**src/rtl/sto_pkg.sv**
```systemverilog
// shared types, constants and helpers for the segment to ellipsoid core
// no dependencies
package sto_pkg;

    localparam int PART_CAPACITY_DEF = 64;

    typedef enum logic [1:0] {
        K_CENTER = 2'd0,
        K_UAXIS  = 2'd1,
        K_VAXIS  = 2'd2,
        K_NAXIS  = 2'd3
    } t_kind;

    localparam logic [1:0] CFG_COS_YAW   = 2'd0;
    localparam logic [1:0] CFG_SIN_YAW   = 2'd1;
    localparam logic [1:0] CFG_COS_PITCH = 2'd2;
    localparam logic [1:0] CFG_SIN_PITCH = 2'd3;

    localparam logic [15:0] R0_MIN = 16'd41;
    localparam logic [15:0] R0_MAX = 16'd32767;
    localparam logic [17:0] UZ_LIMIT = 18'd36864;

    // one accepted segment as it travels from the front to the back
    typedef struct packed {
        logic signed [16:0] dx;
        logic signed [16:0] dy;
        logic signed [16:0] dz;
        logic signed [15:0] mx;
        logic signed [15:0] my;
        logic signed [15:0] mz;
        logic [14:0] width;
        logic [14:0] thickness;
        logic [7:0]  material;
        logic [5:0]  idx;
    } t_seg;

    // back end sequencer states
    typedef enum logic [3:0] {
        S_IDLE, S_SQ, S_SQRT, S_DIV, S_SIDE, S_SQRT2, S_DIV2, S_CROSS,
        S_ROT1, S_ROT2, S_EMIT
    } t_state;

    function automatic logic signed [15:0] sat16(input logic signed [35:0] v);
        if (v > 36'sd32767) return 16'sh7fff;
        else if (v < -36'sd32768) return 16'sh8000;
        else return v[15:0];
    endfunction

    // round off the low 14 bits (rsh14) or 12 bits (rsh12), ties away from zero
    function automatic logic signed [35:0] rsh14(input logic signed [35:0] v);
        logic [35:0] m;
        m = v[35] ? 36'(-v) : 36'(v);
        m = (m + 36'd8192) >> 14;
        return v[35] ? 36'(-m) : 36'(m);
    endfunction

    function automatic logic signed [35:0] rsh12(input logic signed [35:0] v);
        logic [35:0] m;
        m = v[35] ? 36'(-v) : 36'(v);
        m = (m + 36'd2048) >> 12;
        return v[35] ? 36'(-m) : 36'(m);
    endfunction

endpackage

```
**src/rtl/sto_front.sv**
```systemverilog
// front end: accepts segments, keeps the part counter, forms difference and midpoint
// depends on sto_pkg
module sto_front import sto_pkg::*; #(
    parameter int PART_CAPACITY = PART_CAPACITY_DEF
) (
    input  logic              i_clk,
    input  logic              i_rst_n,
    input  logic              i_valid,
    output logic              o_stall,
    input  logic              i_new_frame,
    input  logic signed [15:0] i_start_x,
    input  logic signed [15:0] i_start_y,
    input  logic signed [15:0] i_start_z,
    input  logic signed [15:0] i_end_x,
    input  logic signed [15:0] i_end_y,
    input  logic signed [15:0] i_end_z,
    input  logic [14:0]       i_width,
    input  logic [14:0]       i_thickness,
    input  logic [7:0]        i_material,
    output logic              o_push,
    output t_seg              o_seg,
    input  logic              i_full
);
    localparam int CW = $clog2(PART_CAPACITY + 1);

    logic [CW-1:0] r_count, n_count, base;
    logic acc, keep;

    assign o_stall = i_full;
    assign acc  = i_valid && !i_full;
    assign base = i_new_frame ? '0 : r_count;
    assign keep = base < CW'(PART_CAPACITY);
    assign o_push = acc && keep;

    always_comb begin
        n_count = r_count;
        if (acc) n_count = keep ? base + 1'b1 : base;
    end

    always_ff @(posedge i_clk) begin
        if (!i_rst_n) r_count <= '0;
        else r_count <= n_count;
    end

    logic signed [16:0] sx, sy, sz;
    always_comb begin
        sx = 17'(i_start_x) + 17'(i_end_x);
        sy = 17'(i_start_y) + 17'(i_end_y);
        sz = 17'(i_start_z) + 17'(i_end_z);
        o_seg.dx = 17'(i_end_x) - 17'(i_start_x);
        o_seg.dy = 17'(i_end_y) - 17'(i_start_y);
        o_seg.dz = 17'(i_end_z) - 17'(i_start_z);
        o_seg.mx = sx[16:1];
        o_seg.my = sy[16:1];
        o_seg.mz = sz[16:1];
        o_seg.width = i_width;
        o_seg.thickness = i_thickness;
        o_seg.material = i_material;
        o_seg.idx = 6'(base);
    end
endmodule

```
**config.mk**
```make
export PLATFORM = sky130hd
export DESIGN_NAME = sto_front
export DESIGN_NICKNAME = d
export VERILOG_FILES = /design/src/rtl/sto_pkg.sv /design/src/rtl/sto_front.sv
export SDC_FILE = /design/constraint.sdc
export NUM_CORES = 1
export LEC_CHECK = 0
export ABC_AREA = 1
export BUFFER_PORTS_ARGS = -buffer_cell sky130_fd_sc_hd__buf_2
export CELL_PAD_IN_SITES_DETAIL_PLACEMENT = 0
export CELL_PAD_IN_SITES_GLOBAL_PLACEMENT = 1
export CORE_MARGIN = 4
export CORE_UTILIZATION = 35
export CTS_BUF_LIST = sky130_fd_sc_hd__clkbuf_2 sky130_fd_sc_hd__clkbuf_4 sky130_fd_sc_hd__clkbuf_8
export CTS_CLUSTER_DIAMETER = 40
export CTS_CLUSTER_SIZE = 28
export DETAILED_ROUTE_END_ITERATION = 10
export GPL_ROUTABILITY_DRIVEN = 0
export PLACE_DENSITY = 0.94
export SLEW_MARGIN = 20
export SYNTH_ARGS = -nofsm -noshare
export SYNTH_HDL_FRONTEND = slang
export SYNTH_SLANG_ARGS = --single-unit
```
**constraint.sdc**
```tcl
create_clock -name i_clk -period 3.7 [get_ports i_clk]
set_input_delay 0.185 -clock i_clk [delete_from_list [all_inputs] [get_ports i_clk]]
set_output_delay 0.185 -clock i_clk [all_outputs]
set_load 0.01 [all_outputs]
```
# Word level (Yosys, flattened, before mapping)
# Index checks and enable logic that the tools add are counted.
[word_totals]
register_bits = 7
mem_bits_ro = 0
elab_cells = 14
ram_bits = 0
latchBits = 0
mem_count = 0
[op_classes]
div = 0
mux = 2
n_shift = 0
bitwise = 0
add_sub_neg = 7
reduce_logical = 3
order_cmp = 1
n_mul = 0
n_eq_ne = 0
[ops]
columns = ["op", "count"]
rows = [
  ["adder 16 x 16 -> 17 bit", 3],
  ["subtractor 16 x 16 -> 17 bit", 3],
  ["2-to-1 mux 7 bit", 2],
  ["adder 7 x 1 -> 7 bit (second input constant)", 1],
  ["< comparator 7 bit (second input constant)", 1],
  ["logical AND 1 bit", 2],
  ["logical NOT 1 bit", 1],
]

# Logic depth before layout (Yosys ltp)
[logic_depth]
ltp_word = 3
mapped_depth = 13

# Worst setup path after synthesis
# Ideal clock, no wire load.
[synth_timing]
path_type = "input -> output"
startpoint = "input i_end_z[0]"
endpoint = "output o_seg[106] (netlist name)"
required_time_ps = 3515
arrival_ps = 1458
path_buffers = 0
path_slack_ps = 2057
path_stages = 12
cell_sequence = "inv_1 ha_1 fa_1 inv_1 nand2_1 nand2_1 nand2_1 o21bai_2 nand2_1 nand2_1 nand2_1 nand2_1"
[synth_lines]
columns = ["element", "line", "rtl"]
rows = [
  ["start, declared", "sto_front.sv:16", "input logic signed [15:0] i_end_z,"],
  ["end, declared", "sto_front.sv:21", "output t_seg o_seg,"],
]

==> impl_metrics.json <==
{
  "status": "completed",
  "clk_pin_slew_worst_paths_ps": 40,
  "top_regs": "r_count x7",
  "yosys_register_bits": 7,
  "crit_slowest_cell": "fa_1",
  "path_class": "input pin to output pin",
  "drt_first_iter_violations": 362,
  "ir_worst_vdd_uv": 93.66,
  "clock.fmax_ghz": 0.4828,
  "fin_crit_ps": 2071,
  "critPathArrivalTime_ps": 1890,
  "path_delay_family": "adder cells",
  "postCtsSetupBuffers": 0,
  "finalCoreUtilization_pct": 40.85,
  "cts_tree": "done",
  "fin_nets": 1692,
  "clock-sinks": 7,
  "worst_setup_path_start_kind": "input pin",
  "num_vias": 7781,
  "path_max_fanout": 3,
  "cpPeakStageDelay_ps": 410,
  "die_w_um": 147.1,
  "port_buffers": 207,
  "cts_hold_buffers": 0,
  "std_cell_rows": 50,
  "drc_errors": 0,
  "hpwlAfterDp_mm": 18.24,
  "finClkSkew_ps": 3.091,
  "seq_area_um2": 140.1,
  "postRouteAntennaNets": 0,
  "cts_buffer_depth": 2,
  "hold_start": "i_rst_n",
  "track_usage_pct": 17.96,
  "critical_path_depth": 13,
  "n_fill_cell": 2199,
  "cts-resized-gates": 0,
  "fin_crit_sh_pct": 55.98,
  "grt_pass1_vias": 7326,
  "relSlewSlack_pct": 74.97,
  "die_y_um": 147.1,
  "reg2regPathDepth": 8,
  "slew_viol_final": 0,
  "path_cells": "buf_2 -> ha_1 -> fa_1 -> inv_1 -> nand2_1 -> nand2_1 -> nand2_1 -> o21bai_2 -> nand2_1 -> nand2_1 -> nand2_1 -> nand2_1 -> buf_2",
  "drt-total-wl_mm": 20.53,
  "crit_path_frequent_cell": "nand2_1",
  "syn_area_per_cell_um2": 5.189,
  "cp-startpoint": "i_start_x[0]",
  "min-delay-path-class": "input pin to flop",
  "r2r-end": "r_count[4]",
  "cp.required_ps": 3510,
  "first_pass_iters": 6,
  "leakagePower_nw": 5.299,
  "multi_input_area_um2": 5039,
  "drive_above_1_share_pct": 18.29,
  "yosysSeqAreaShare_pct": 2.069,
  "initial_core_util_pct": 35.84,
  "cp-endpoint": "o_seg[140]",
  "rsz0062_at_grt": "no",
  "path_buf_inv": 3,
  "pwr_density_cell_nw_per_um2": 201.5,
  "antenna_found_initial": 0,
  "critPathCaptureType": "output pin",
  "synth_fp_nets": 1547,
  "wl_per_cell_um": 12.01,
  "io_pins": 284,
  "ys_types": 26,
  "cts_root_buf": "clkbuf_8",
  "hold_viol": 0,
  "coreArea_um2": 18890,
  "tns_ps": 0,
  "worstMarginPinSlew_ps": 375.4,
  "worstReg2RegStart": "r_count[0]",
  "r2r_slack_ps": 2300,
  "regMostFlops": "r_count",
  "max-cap-violations": 0,
  "diodes": 0,
  "fp.dieArea_um2": 21640,
  "grt-ovfl-total": 0,
  "grt_pass1_wl_mm": 33.27,
  "synthCells": 1305,
  "htree_levels": 1,
  "setup_viol": 0,
  "via_per_inst": 4.553,
  "cts_buffers": 3,
  "largest_register_ffs": 7,
  "syn_area_um2": 6771,
  "synth_warnings": 0,
  "layout-area-overhead-vs-synth_pct": 13.99,
  "clk_latency_ps": 230,
  "grt_start_max_net_pins": 10,
  "power_mw": 1.555
}
[cell usage in the layout (no fill, tap or decap)]
master    count
dfxtp_1       7
clkinv_1      1
o21ai_1       3
o21ai_0       6
and2_1       12
nor3_1        6
inv_1       277
clkbuf_4      1
xor2_1       37
a21oi_2      10
fa_1          6
xnor2_1       6
o21bai_1      5
a21oi_1      47
clkbuf_8      3
ha_1         97
nor2_1       89
inv_2        23
nand2_2      12
nand3_1      82
nand4_1       5
nor3_2        6
buf_2       207
nand2_1     497
a211oi_1      1
o21bai_2      3
[kinds of logic (layout without fill, tap and decap cells)]
| kind of cell | Yosys count | count (layout) | share of synthesized area, % |
|---|---|---|---|
| compound gates | 75 | 75 | 6.596 |
| xor+xnor | 43 | 43 | 5.562 |
| fa+ha+maj | 103 | 103 | 19.70 |
| buf+inv | 368 | 512 | 23.52 |
| flops | 7 | 7 | 2.069 |
| simple gates | 709 | 709 | 42.55 |
[final cells by class]
type / count / area share, %
Multi-Input combinational cell: 930 / 65.28
Inverter: 301 / 14.64
Timing Repair Buffer: 207 / 13.42
Tap cell: 260 / 4.215
Sequential cell: 7 / 1.816
Clock buffer: 4 / 0.6322
[worst min-delay path, delay by kind of cell]
| kind | cells | cell delay (ps) |
|---|---|---|
| buffers and inverters | 1 | 130 |
| AO/OA/AOI/OAI | 1 | 70 |
| AND/OR/NAND/NOR | 1 | 40 |
[Yosys cell counts]
master / count / area, µm²
nor3_2: 6 / 60.06
inv_1: 277 / 1040
o21bai_1: 5 / 37.54
o21bai_2: 3 / 33.78
nand4_1: 5 / 31.28
nand3_1: 82 / 410.4
clkinv_1: 1 / 3.750
a21oi_1: 47 / 235.2
xor2_1: 37 / 324.1
and2_1: 12 / 75.07
nor3_1: 6 / 30.03
buf_2: 14 / 70.07
buf_4: 51 / 382.9
nand2_2: 12 / 75.07
nor2_1: 89 / 334.1
ha_1: 97 / 1214
o21ai_0: 6 / 30.03
fa_1: 6 / 120.1
nand2_1: 497 / 1866
inv_2: 23 / 86.33
o21ai_1: 3 / 15.01
dfxtp_1: 7 / 140.1
clkbuf_2: 2 / 10.01
a211oi_1: 1 / 7.510
a21oi_2: 10 / 87.58
xnor2_1: 6 / 52.55
[through the flow]
| stage | hold WS, ps | cell area (µm²) | worst slack (ps) | instances |
|---|---|---|---|---|
| finish | 238.1 | 7719 | 1629 | 1709 |
| detailed placement | 370.1 | 7670 | 1648 | 1705 |
| global route | 255.2 | 7719 | 1486 | 1709 |
| floorplan | 309.8 | 6771 | 2057 | 1305 |
| global placement | 370.1 | 7670 | 1683 | 1705 |
| CTS | 240.4 | 7719 | 1647 | 1709 |
[report_power, final]
| group | switching, mW | internal [mW] | total (mW) |
|---|---|---|---|
| combinational | 0.869 | 0.495 | 1.36 |
| clock | 0.0328 | 0.0818 | 0.115 |
| sequential | 0.000249 | 0.0768 | 0.0771 |
| total | 0.902 | 0.654 | 1.56 |
[how the worst min path moves through the flow]
stage                             to  cells past startpoint  slack, ps
after detailed placement   o_seg[14]                      0        370
after global placement     o_seg[14]                      0        370
after CTS                 r_count[5]                      3        240
after floorplan           r_count[1]                      2        310
final                     r_count[5]                      3        240
after global routing      r_count[5]                      3        260
[per-layer routing]
layer  track usage (%)  share of wire (%)  up-vias
met5                 0                  0        -
met4             4.660                2.3        0
met3            0.9562                5.8       42
met2             31.54                 47      238
met1             24.04                 45     3398
li1                  -                  -     4103
(Power assumes the default switching activity.)
