**config.mk**
```make
export PLATFORM = sky130hd
export DESIGN_NAME = sto_fifo
export DESIGN_NICKNAME = d
export VERILOG_FILES = /design/src/rtl/sto_pkg.sv /design/src/rtl/sto_fifo.sv
export SDC_FILE = /design/constraint.sdc
export NUM_CORES = 1
export LEC_CHECK = 0
export ABC_AREA = 1
export ABC_CLOCK_PERIOD_IN_PS = 18550
export BUFFER_PORTS_ARGS = -buffer_cell sky130_fd_sc_hd__buf_2
export CELL_PAD_IN_SITES_DETAIL_PLACEMENT = 1
export CELL_PAD_IN_SITES_GLOBAL_PLACEMENT = 1
export CORE_MARGIN = 4
export CORE_UTILIZATION = 25
export DETAILED_ROUTE_END_ITERATION = 12
export GPL_TIMING_DRIVEN = 0
export PLACE_DENSITY = 0.59
export SYNTH_ARGS = -nofsm -noshare
export SYNTH_HDL_FRONTEND = slang
export SYNTH_SLANG_ARGS = --single-unit
```
**constraint.sdc**
```tcl
create_clock -name i_clk -period 18.55 [get_ports i_clk]
set_input_delay 3.71 -clock i_clk [delete_from_list [all_inputs] [get_ports i_clk]]
set_output_delay 3.71 -clock i_clk [all_outputs]
set_load 0.02 [all_outputs]
```
**src/rtl/sto_pkg.sv**
```systemverilog
// shared types, constants and helpers for the segment to ellipsoid core
// no dependencies
package sto_pkg;

    localparam int PART_CAPACITY_DEF = 64;

    typedef enum logic [1:0] {
        K_CENTER = 2'd0,
        K_UAXIS  = 2'd1,
        K_VAXIS  = 2'd2,
        K_NAXIS  = 2'd3
    } t_kind;

    localparam logic [1:0] CFG_COS_YAW   = 2'd0;
    localparam logic [1:0] CFG_SIN_YAW   = 2'd1;
    localparam logic [1:0] CFG_COS_PITCH = 2'd2;
    localparam logic [1:0] CFG_SIN_PITCH = 2'd3;

    localparam logic [15:0] R0_MIN = 16'd41;
    localparam logic [15:0] R0_MAX = 16'd32767;
    localparam logic [17:0] UZ_LIMIT = 18'd36864;

    // one accepted segment as it travels from the front to the back
    typedef struct packed {
        logic signed [16:0] dx;
        logic signed [16:0] dy;
        logic signed [16:0] dz;
        logic signed [15:0] mx;
        logic signed [15:0] my;
        logic signed [15:0] mz;
        logic [14:0] width;
        logic [14:0] thickness;
        logic [7:0]  material;
        logic [5:0]  idx;
    } t_seg;

    // back end sequencer states
    typedef enum logic [3:0] {
        S_IDLE, S_SQ, S_SQRT, S_DIV, S_SIDE, S_SQRT2, S_DIV2, S_CROSS,
        S_ROT1, S_ROT2, S_EMIT
    } t_state;

    function automatic logic signed [15:0] sat16(input logic signed [35:0] v);
        if (v > 36'sd32767) return 16'sh7fff;
        else if (v < -36'sd32768) return 16'sh8000;
        else return v[15:0];
    endfunction

    // round off the low 14 bits (rsh14) or 12 bits (rsh12), ties away from zero
    function automatic logic signed [35:0] rsh14(input logic signed [35:0] v);
        logic [35:0] m;
        m = v[35] ? 36'(-v) : 36'(v);
        m = (m + 36'd8192) >> 14;
        return v[35] ? 36'(-m) : 36'(m);
    endfunction

    function automatic logic signed [35:0] rsh12(input logic signed [35:0] v);
        logic [35:0] m;
        m = v[35] ? 36'(-v) : 36'(v);
        m = (m + 36'd2048) >> 12;
        return v[35] ? 36'(-m) : 36'(m);
    endfunction

endpackage

```
**src/rtl/sto_fifo.sv**
```systemverilog
// short queue between front and back ends
// depends on sto_pkg
module sto_fifo import sto_pkg::*; (
    input  logic i_clk,
    input  logic i_rst_n,
    input  logic i_push,
    input  t_seg i_data,
    output logic o_full,
    input  logic i_pop,
    output logic o_empty,
    output t_seg o_data
);
    t_seg r_mem [2];
    logic r_wp, r_rp;
    logic [1:0] r_cnt;

    assign o_full  = r_cnt == 2'd2;
    assign o_empty = r_cnt == 2'd0;
    assign o_data  = r_mem[r_rp];

    always_ff @(posedge i_clk) begin
        if (i_push) r_mem[r_wp] <= i_data;
    end

    always_ff @(posedge i_clk) begin
        if (!i_rst_n) begin
            r_wp <= 1'b0; r_rp <= 1'b0; r_cnt <= 2'd0;
        end else begin
            if (i_push) r_wp <= ~r_wp;
            if (i_pop) r_rp <= ~r_rp;
            r_cnt <= r_cnt + 2'(i_push) - 2'(i_pop);
        end
    end
endmodule

```
Word level (Yosys, flattened, before mapping):

Memories as Yosys holds them, arrays and structs flattened. A register that Yosys moved wholly into a read port is not among the register bits.
Index checks and enable logic that the tools add are counted.
W data, S select, Z words.

* bits in registers: 4
* memory bits (writable): 286
* bits of input ports: 147
* output and inout port bits: 145
* logic and storage cells: 14
* memories kept: 1

* add/subtract/negate cells: 2
* eq/ne operators: 1
* mux-type cells: 4
* bitwise logic cells: 2
* reductions and logical operators: 1

Memories
* r_mem: words 2, bits a word 143, rd ports 1, clocked after Yosys merged registers in 1, write ports 1, RTL line sto_fifo.sv:13 `t_seg r_mem [2];`

Operators with widths (count)
* $mux W1: 4
* $add A2 B1 Y2: 1
* $eq A2 B2 Y1 const B: 1
* $logic_not A2 Y1: 1
* $not A1 Y1: 2
* $sub A2 B1 Y2: 1

Depth between registers and ports, before layout:

Gate-level depths: netlist (run 1).

* depth in word-level cells: 3
* gate-level depth with buffers: 9
* mapped depth without buffers: 9

Least setup slack after synthesis (run 1):

OpenSTA, ideal clock, no wires.

* path kind: input -> register
* start: input port i_push
* end: memory r_mem[0][0] (netlist name) (enable)
* setup time: 0.651 ns
* arrival: 9.730 ns
* data required time: 17.899 ns
* path slack: 8.169 ns
* stages: 2
* path buffers: 0
* cell sequence: inv_1 -> nor2_1

* cells in the longest elaborated chain, start to end: 2

RTL lines
* start: declaration: RTL line sto_fifo.sv:6 `input logic i_push,`
* $mux W1: RTL line sto_fifo.sv:22 `if (i_push) r_mem[r_wp] <= i_data;`
* $mux W1 (implied by the code): RTL line sto_fifo.sv:22
* end: declaration: RTL line sto_fifo.sv:13

Every way passes these cells.

==> results of run 1 <==
## cell families after synthesis
| family | count (synthesis) | synth area share (%) |
|---|---|---|
| mux | 143 | 17.31 |
| fa+ha+maj | 2 | 0.2312 |
| flops | 291 | 80.28 |
| compound gates | 1 | 0.04620 |
| buf+inv | 23 | 1.503 |
| simple gates | 18 | 0.6358 |
## per-layer routing
| layer | GRT usage [%] | up-vias |
|---|---|---|
| li1 | - | 2560 |
| met1 | 11.41 | 2755 |
| met2 | 17.21 | 194 |
| met3 | 4.468 | 47 |
| met4 | 4.118 | 6 |
| met5 | 0 | - |
## sequential cells by signal, summed over array words and instances (netlist names), named ones only
| register | cells |
|---|---|
| r_wp | 1 |
| r_rp | 1 |
| r_cnt | 2 |
| r_mem | 286 |
## final cells by class
class                           count  area (sq um)  area share, %
Multi-Input combinational cell    164          1979          13.93
Inverter                            7         33.78         0.2378
Clock buffer                       48         967.2          6.808
Buffer                             16         136.4         0.9600
Antenna cell                        2         5.005        0.03523
Timing Repair Buffer              297          1592          11.20
Sequential cell                   291          8688          61.16
Clock inverter                     12         82.58         0.5813
Tap cell                          577         721.9          5.082
## through the flow
step / hold WS [ns] / utilization, % / area [sq um] / total power, mW / cells
3_3_place_gp: 0.4871 / 30.65 / 13000 / 0.9647 / 1346
6_report: 0.4996 / 33.49 / 14210 / 1.569 / 1414
4_1_cts: 0.5083 / 33.48 / 14200 / 1.603 / 1412
5_1_grt: 0.5626 / 33.49 / 14210 / 1.642 / 1414
3_5_place_dp: 0.4924 / 31.01 / 13150 / 0.9633 / 1352
2_1_floorplan: 0.4635 / - / 10820 / 0.8948 / 478
## power by group
group	switching (mW)	leakage [nW]	internal (mW)	total (mW)
Sequential	0.00783	2.73	0.762	0.770
Clock	0.248	0.505	0.377	0.625
Combinational	0.100	2.19	0.0742	0.174
## critical path, cell delays in order (launching register included)
cell and delay (ns):
dfxtp_1 0.32, buf_6 0.14, buf_6 0.20, buf_6 0.22, mux2_4 0.31, buf_2 0.18
## how the worst max path moves through the flow
stage	cells past startpoint	to	start	slack [ns]
floorplan	2	r_mem[0][0]	i_push	8.17
global placement	3	r_mem[0][141]	i_push	3.48
detailed placement	6	r_mem[0][111]	i_push	12.88
CTS	5	o_data[122]	flip-flop	12.82
global route	5	o_data[122]	flip-flop	12.83
finish	5	o_data[122]	flip-flop	12.95
## cells in the final DEF, fill, tap and decap left out, types with 2 or more instances in the layout
master | Yosys | final
clkbuf_16 | 0 | 37
clkinvlp_4 | 0 | 2
clkinv_2 | 0 | 3
inv_1 | 7 | 6
buf_16 | 0 | 2
diode_2 | 0 | 2
clkbuf_1 | 0 | 11
buf_12 | 0 | 4
ha_1 | 2 | 2
mux2_2 | 73 | 73
clkinv_1 | 0 | 6
nor2_1 | 9 | 8
dfxtp_1 | 5 | 5
nand2_1 | 8 | 8
edfxtp_1 | 286 | 286
buf_2 | 7 | 298
mux2_4 | 70 | 70
buf_6 | 9 | 9
==> run_results.csv, run 1 <==
group,metric,value,unit
layout,synthToLayoutAreaGrowth,31.26,%
clocking,clk_pin_slew_worst_paths,0.06,ns
layout,fillers,4404,
timing,fin_skew,0.01304,ns
clocking,cts_root_buf,"clkbuf_16",
timing,rsz0062_at_grt,"false",
yosys,synth_area,10820,sq um
floorplanning,die_h,216.1,um
drt,drc,0,
clocking,clock_latency,0.51,ns
drt,wl_met2,12.11,mm
placed_design,port_buffers,291,
layout,drive_above_1_share,60.00,%
worst_setup_path,reg2reg_from,"r_wp",
floorplanning,start_util,25.52,%
yosys,yosys_warnings,0,
yosys,synthesis.nets,627,
grt,antenna_found_initial,5,
power,p_per_area,110.5,nW/um^2
timing,hold_violations,0,
clocking,cts_buffers,35,
clocking,clock-sinks,291,
floorplanning,coreArea,42420,sq um
drt,ant_nets,0,
timing,min_period,5.600,ns
layout,final_nets,961,
clocking,holdBufCountCts,0,
worst_setup_path,cp_data_required_time,14.84,ns
floorplanning,pin_count,292,
clocking,clk_path_buf_depth,3,
worst_setup_path,r2r_setup_slack,16.48,ns
clocking,post_cts_buffers,0,
floorplanning,num_rows,75,
min_path,min_path_type,"reg2reg",
clocking,cts_htree_levels,2,
grt,grt_use_total,10.22,%
yosys,synth_seq_area_share,80.28,%
placed_design,dp_slack,12.88,ns
timing,finalSetupViolCount,0,
drt,dr_wl_met3,2.151,mm
yosys,syn_area_per_cell,22.64,sq um
drt,vias_per_cell,3.934,
clocking,cts_tree,"done",
yosys,netlist.top_cell.by_area,"edfxtp_1",
timing,max_freq,178.6,MHz
timing,post-route-period-util,30.19,%
worst_setup_path,worstPathArrival,1.89,ns
grt,grt_pass1_vias,6231,
min_path,hp-start,"r_rp",
yosys,synth_top_area_share,79.35,%
worst_setup_path,endpoint_kind,"output pin",
placed_design,dp_hpwl,17.01,mm
drt,firstDrtPassIters,4,
yosys,synth_most_common_cell,"edfxtp_1",
drt,vias,5562,
clocking,cts.repair.resized,0,
drt,routed_wl,24.44,mm
placed_design,gp_congestion,0.6924,
worst_setup_path,critPathKind,"reg2out",
worst_setup_path,start_kind,"flip-flop",
worst_setup_path,reg2reg_to,"r_mem[0][106]",
drt,wl_per_cell,17.29,um
timing,drv_slew,0,
run,maxCapViolCount,0,
drt,highest_layer,"met5",
worst_setup_path,crit_fanout,10,
yosys,ys_types,12,
worst_setup_path,r2r_cells,4,
floorplanning,fp.dieW,216.1,um
yosys,ys.flop_type,"edfxtp_1",
yosys,async_flop_share,0,%
timing,finalSetupTns,0,ns
timing,fin_ws,12.95,ns
grt,grt_pass1_wl,36.59,mm
grt,overflow,0,
timing,max_slew.worst_pin.slew,0.8910,ns
power,p_leak,5.420,nW
yosys,synth_common_cells,"edfxtp_1 (286), mux2_2 (73), mux2_4 (70)",
drt,met1Wirelength,9.519,mm
run_status,status,"complete, no violations",
yosys,synthCells,478,
grt,grt_max_degree,78,
yosys,synth-edff-count,286,
drt,drt_first_iter_violations,220,
min_path,worstHoldPathCells,2,
power,ir_drop,0.07604,mV
floorplanning,die_area,46680,sq um
timing,relSlewSlack,40.46,%
yosys,synthTopCellsByArea,"edfxtp_1 (79%), mux2_4 (9.7%), mux2_2 (7.6%)",
yosys,ys_seq_elements,291,
Power figures use the tool's default switching activity.
==> inputs of run 2 (changes only) <==
--- a/config.mk
+++ b/config.mk
@@ -6,7 +6,7 @@
 export NUM_CORES = 1
 export LEC_CHECK = 0
 export ABC_AREA = 1
-export ABC_CLOCK_PERIOD_IN_PS = 18550
+export ABC_CLOCK_PERIOD_IN_PS = 4600
 export BUFFER_PORTS_ARGS = -buffer_cell sky130_fd_sc_hd__buf_2
 export CELL_PAD_IN_SITES_DETAIL_PLACEMENT = 1
 export CELL_PAD_IN_SITES_GLOBAL_PLACEMENT = 1
@@ -14,7 +14,7 @@
 export CORE_UTILIZATION = 25
 export DETAILED_ROUTE_END_ITERATION = 12
 export GPL_TIMING_DRIVEN = 0
-export PLACE_DENSITY = 0.59
+export PLACE_DENSITY = 0.61
 export SYNTH_ARGS = -nofsm -noshare
 export SYNTH_HDL_FRONTEND = slang
 export SYNTH_SLANG_ARGS = --single-unit
==> constraint.sdc (replaced) <==
create_clock -name i_clk -period 4.6 [get_ports i_clk]
set_input_delay 0.92 -clock i_clk [delete_from_list [all_inputs] [get_ports i_clk]]
set_output_delay 0.92 -clock i_clk [all_outputs]
set_load 0.02 [all_outputs]
==> run_results.csv, run 2 (same netlist as run 1, synthesis figures left out) <==
group,metric,value,unit
clocking,cts_root_buf,"clkbuf_16",
layout,final-seq-area,8688,sq um
timing,post-route-period-util,61.54,%
timing,drv_slew,0,
placed_design,port_buffers,291,
drt,vias_per_cell,3.962,
layout,synthToLayoutAreaGrowth,31.93,%
worst_setup_path,r2r_cells,3,
grt,grt_use_total,10.56,%
layout,reg_top3,"r_mem: 286 flops, r_cnt: 2 flops",
timing,max_freq,353.2,MHz
min_path,min_path_type,"reg2reg",
timing,max_slew.worst_pin.slew,0.5867,ns
timing,finalSetupTns,0,ns
drt,met1Wirelength,9.507,mm
clocking,cts_htree_levels,2,
power,swShare,22.47,%
floorplanning,die_h,216.1,um
min_path,worstHoldPathCells,2,
layout,final_common_cell,"buf_2",
timing,finalSetupViolCount,0,
clocking,cts.repair.resized,0,
floorplanning,pin_count,292,
timing,relSlewSlack,60.89,%
clocking,cts_tree,"done",
clocking,post_cts_buffers,0,
power,p_clk_share,40.8,%
power,p_per_area,451.8,nW/um^2
layout,fillers,4406,
power,power_frac_seq,48.1,%
timing,hold_violations,0,
floorplanning,num_rows,75,
worst_setup_path,endpoint_kind,"output pin",
grt,grt_max_degree,96,
worst_setup_path,slowest_delay,0.32,ns
drt,wl_met2,12.37,mm
drt,highest_layer,"met5",
clocking,holdBufCountCts,0,
worst_setup_path,worstPathArrival,1.91,ns
worst_setup_path,crit_fanout,10,
worst_setup_path,path_depth,5,
placed_design,dp_hpwl,17.48,mm
drt,drt_first_iter_violations,186,
layout,regMostFlops,"r_mem",
drt,routed_wl,25.05,mm
timing,fin_skew,0.01637,ns
timing,holdWs,0.5036,ns
drt,vias,5606,
power,ir_drop,0.2884,mV
placed_design,gp_congestion,0.7008,
drt,drc,0,
power,p_leak,5.458,nW
timing,min_period,2.831,ns
worst_setup_path,crit_path_frequent_cell,"buf_6",
worst_setup_path,cp_data_required_time,3.68,ns
clocking,clk_pin_slew_worst_paths,0.05,ns
clocking,cts_buffers,35,
layout,final_util,33.66,%
floorplanning,die_area,46680,sq um
floorplanning,coreArea,42420,sq um
power,p_switching,1.450,mW
grt,antenna_found_initial,8,
clocking,clock_latency,0.52,ns
layout,multi_input_area,1979,sq um
run_status,status,"complete, no violations",
power,combinationalPowerShare,11.0,%
layout,mostFrequentLayoutCells,"buf_2 (298), edfxtp_1 (286), mux2_2 (73)",
worst_setup_path,start_kind,"flip-flop",
floorplanning,fp.dieW,216.1,um
grt,grt_pass1_wl,37.77,mm
clocking,clk_path_buf_depth,3,
run,maxCapViolCount,0,
layout,largest_reg_flops,286,
worst_setup_path,path_buf_inv,4,
drt,ant_nets,0,
grt,overflow,0,
drt,dr_wl_met3,2.364,mm
drt,firstDrtPassIters,4,
clocking,clock-sinks,291,
worst_setup_path,crit_slowest_cell,"dfxtp_1",
grt,grt_pass1_vias,6349,
layout,final_nets,962,
drt,wl_per_cell,17.70,um
power,intPower,5.002,mW
worst_setup_path,crit_chain,"buf_6, buf_6, buf_6, mux2_4, buf_2",
floorplanning,start_util,25.52,%
timing,rsz0062_at_grt,"false",
worst_setup_path,crit_family,"buffers and inverters",
worst_setup_path,critPathKind,"reg2out",
layout,drive_above_1_share,60.36,%
[run 2: final timing paths]
kind	slack, ns	to	from
max reg2reg	2.75	r_mem[1][65]	r_wp
min	0.50	flip-flop	r_rp
max	1.77	o_data[128]	flip-flop
min reg2reg	0.50	flip-flop	r_rp
[run 2: worst min-delay path, delay by kind of cell (launching register included)]
kind / cells / cell delay (ns)
flip-flops: 1 / 0.32
AND/OR/NAND/NOR: 2 / 0.14
[run 2: per-stage QoR]
stage               power (mW)  cell area (sq um)  cells  worst slack [ns]
floorplan                3.596              10830    478            0.3447
global placement         3.869              13010   1346            -1.834
detailed placement       3.891              13170   1353             2.078
CTS                      6.601              14270   1412             1.642
global route             6.766              14280   1414             1.609
finish                   6.452              14280   1415             1.769
[run 2: power by group through the flow]
stage	clock (mW)	combinational, mW	sequential [mW]
after floorplan	0	0.434	3.16
after global placement	0	0.695	3.17
after detailed placement	0	0.730	3.16
after CTS	2.76	0.733	3.11
after global routing	2.88	0.769	3.11
final	2.64	0.712	3.10
[run 2: per-layer routing]
metal,up-vias,global-route usage [%]
li1,2559,-
met1,2786,11.46
met2,194,17.98
met3,57,4.748
met4,10,4.438
met5,-,0
[run 2: cell type report]
class	count	area share, %
plain buffers	16	0.9551
repair buffers	298	11.29
flip-flops and latches	291	60.85
multi-input cells	164	13.86
diodes	3	0.05258
clock inverters	14	1.008
clock buffers	45	6.695
inverters	7	0.2366
well taps	577	5.056
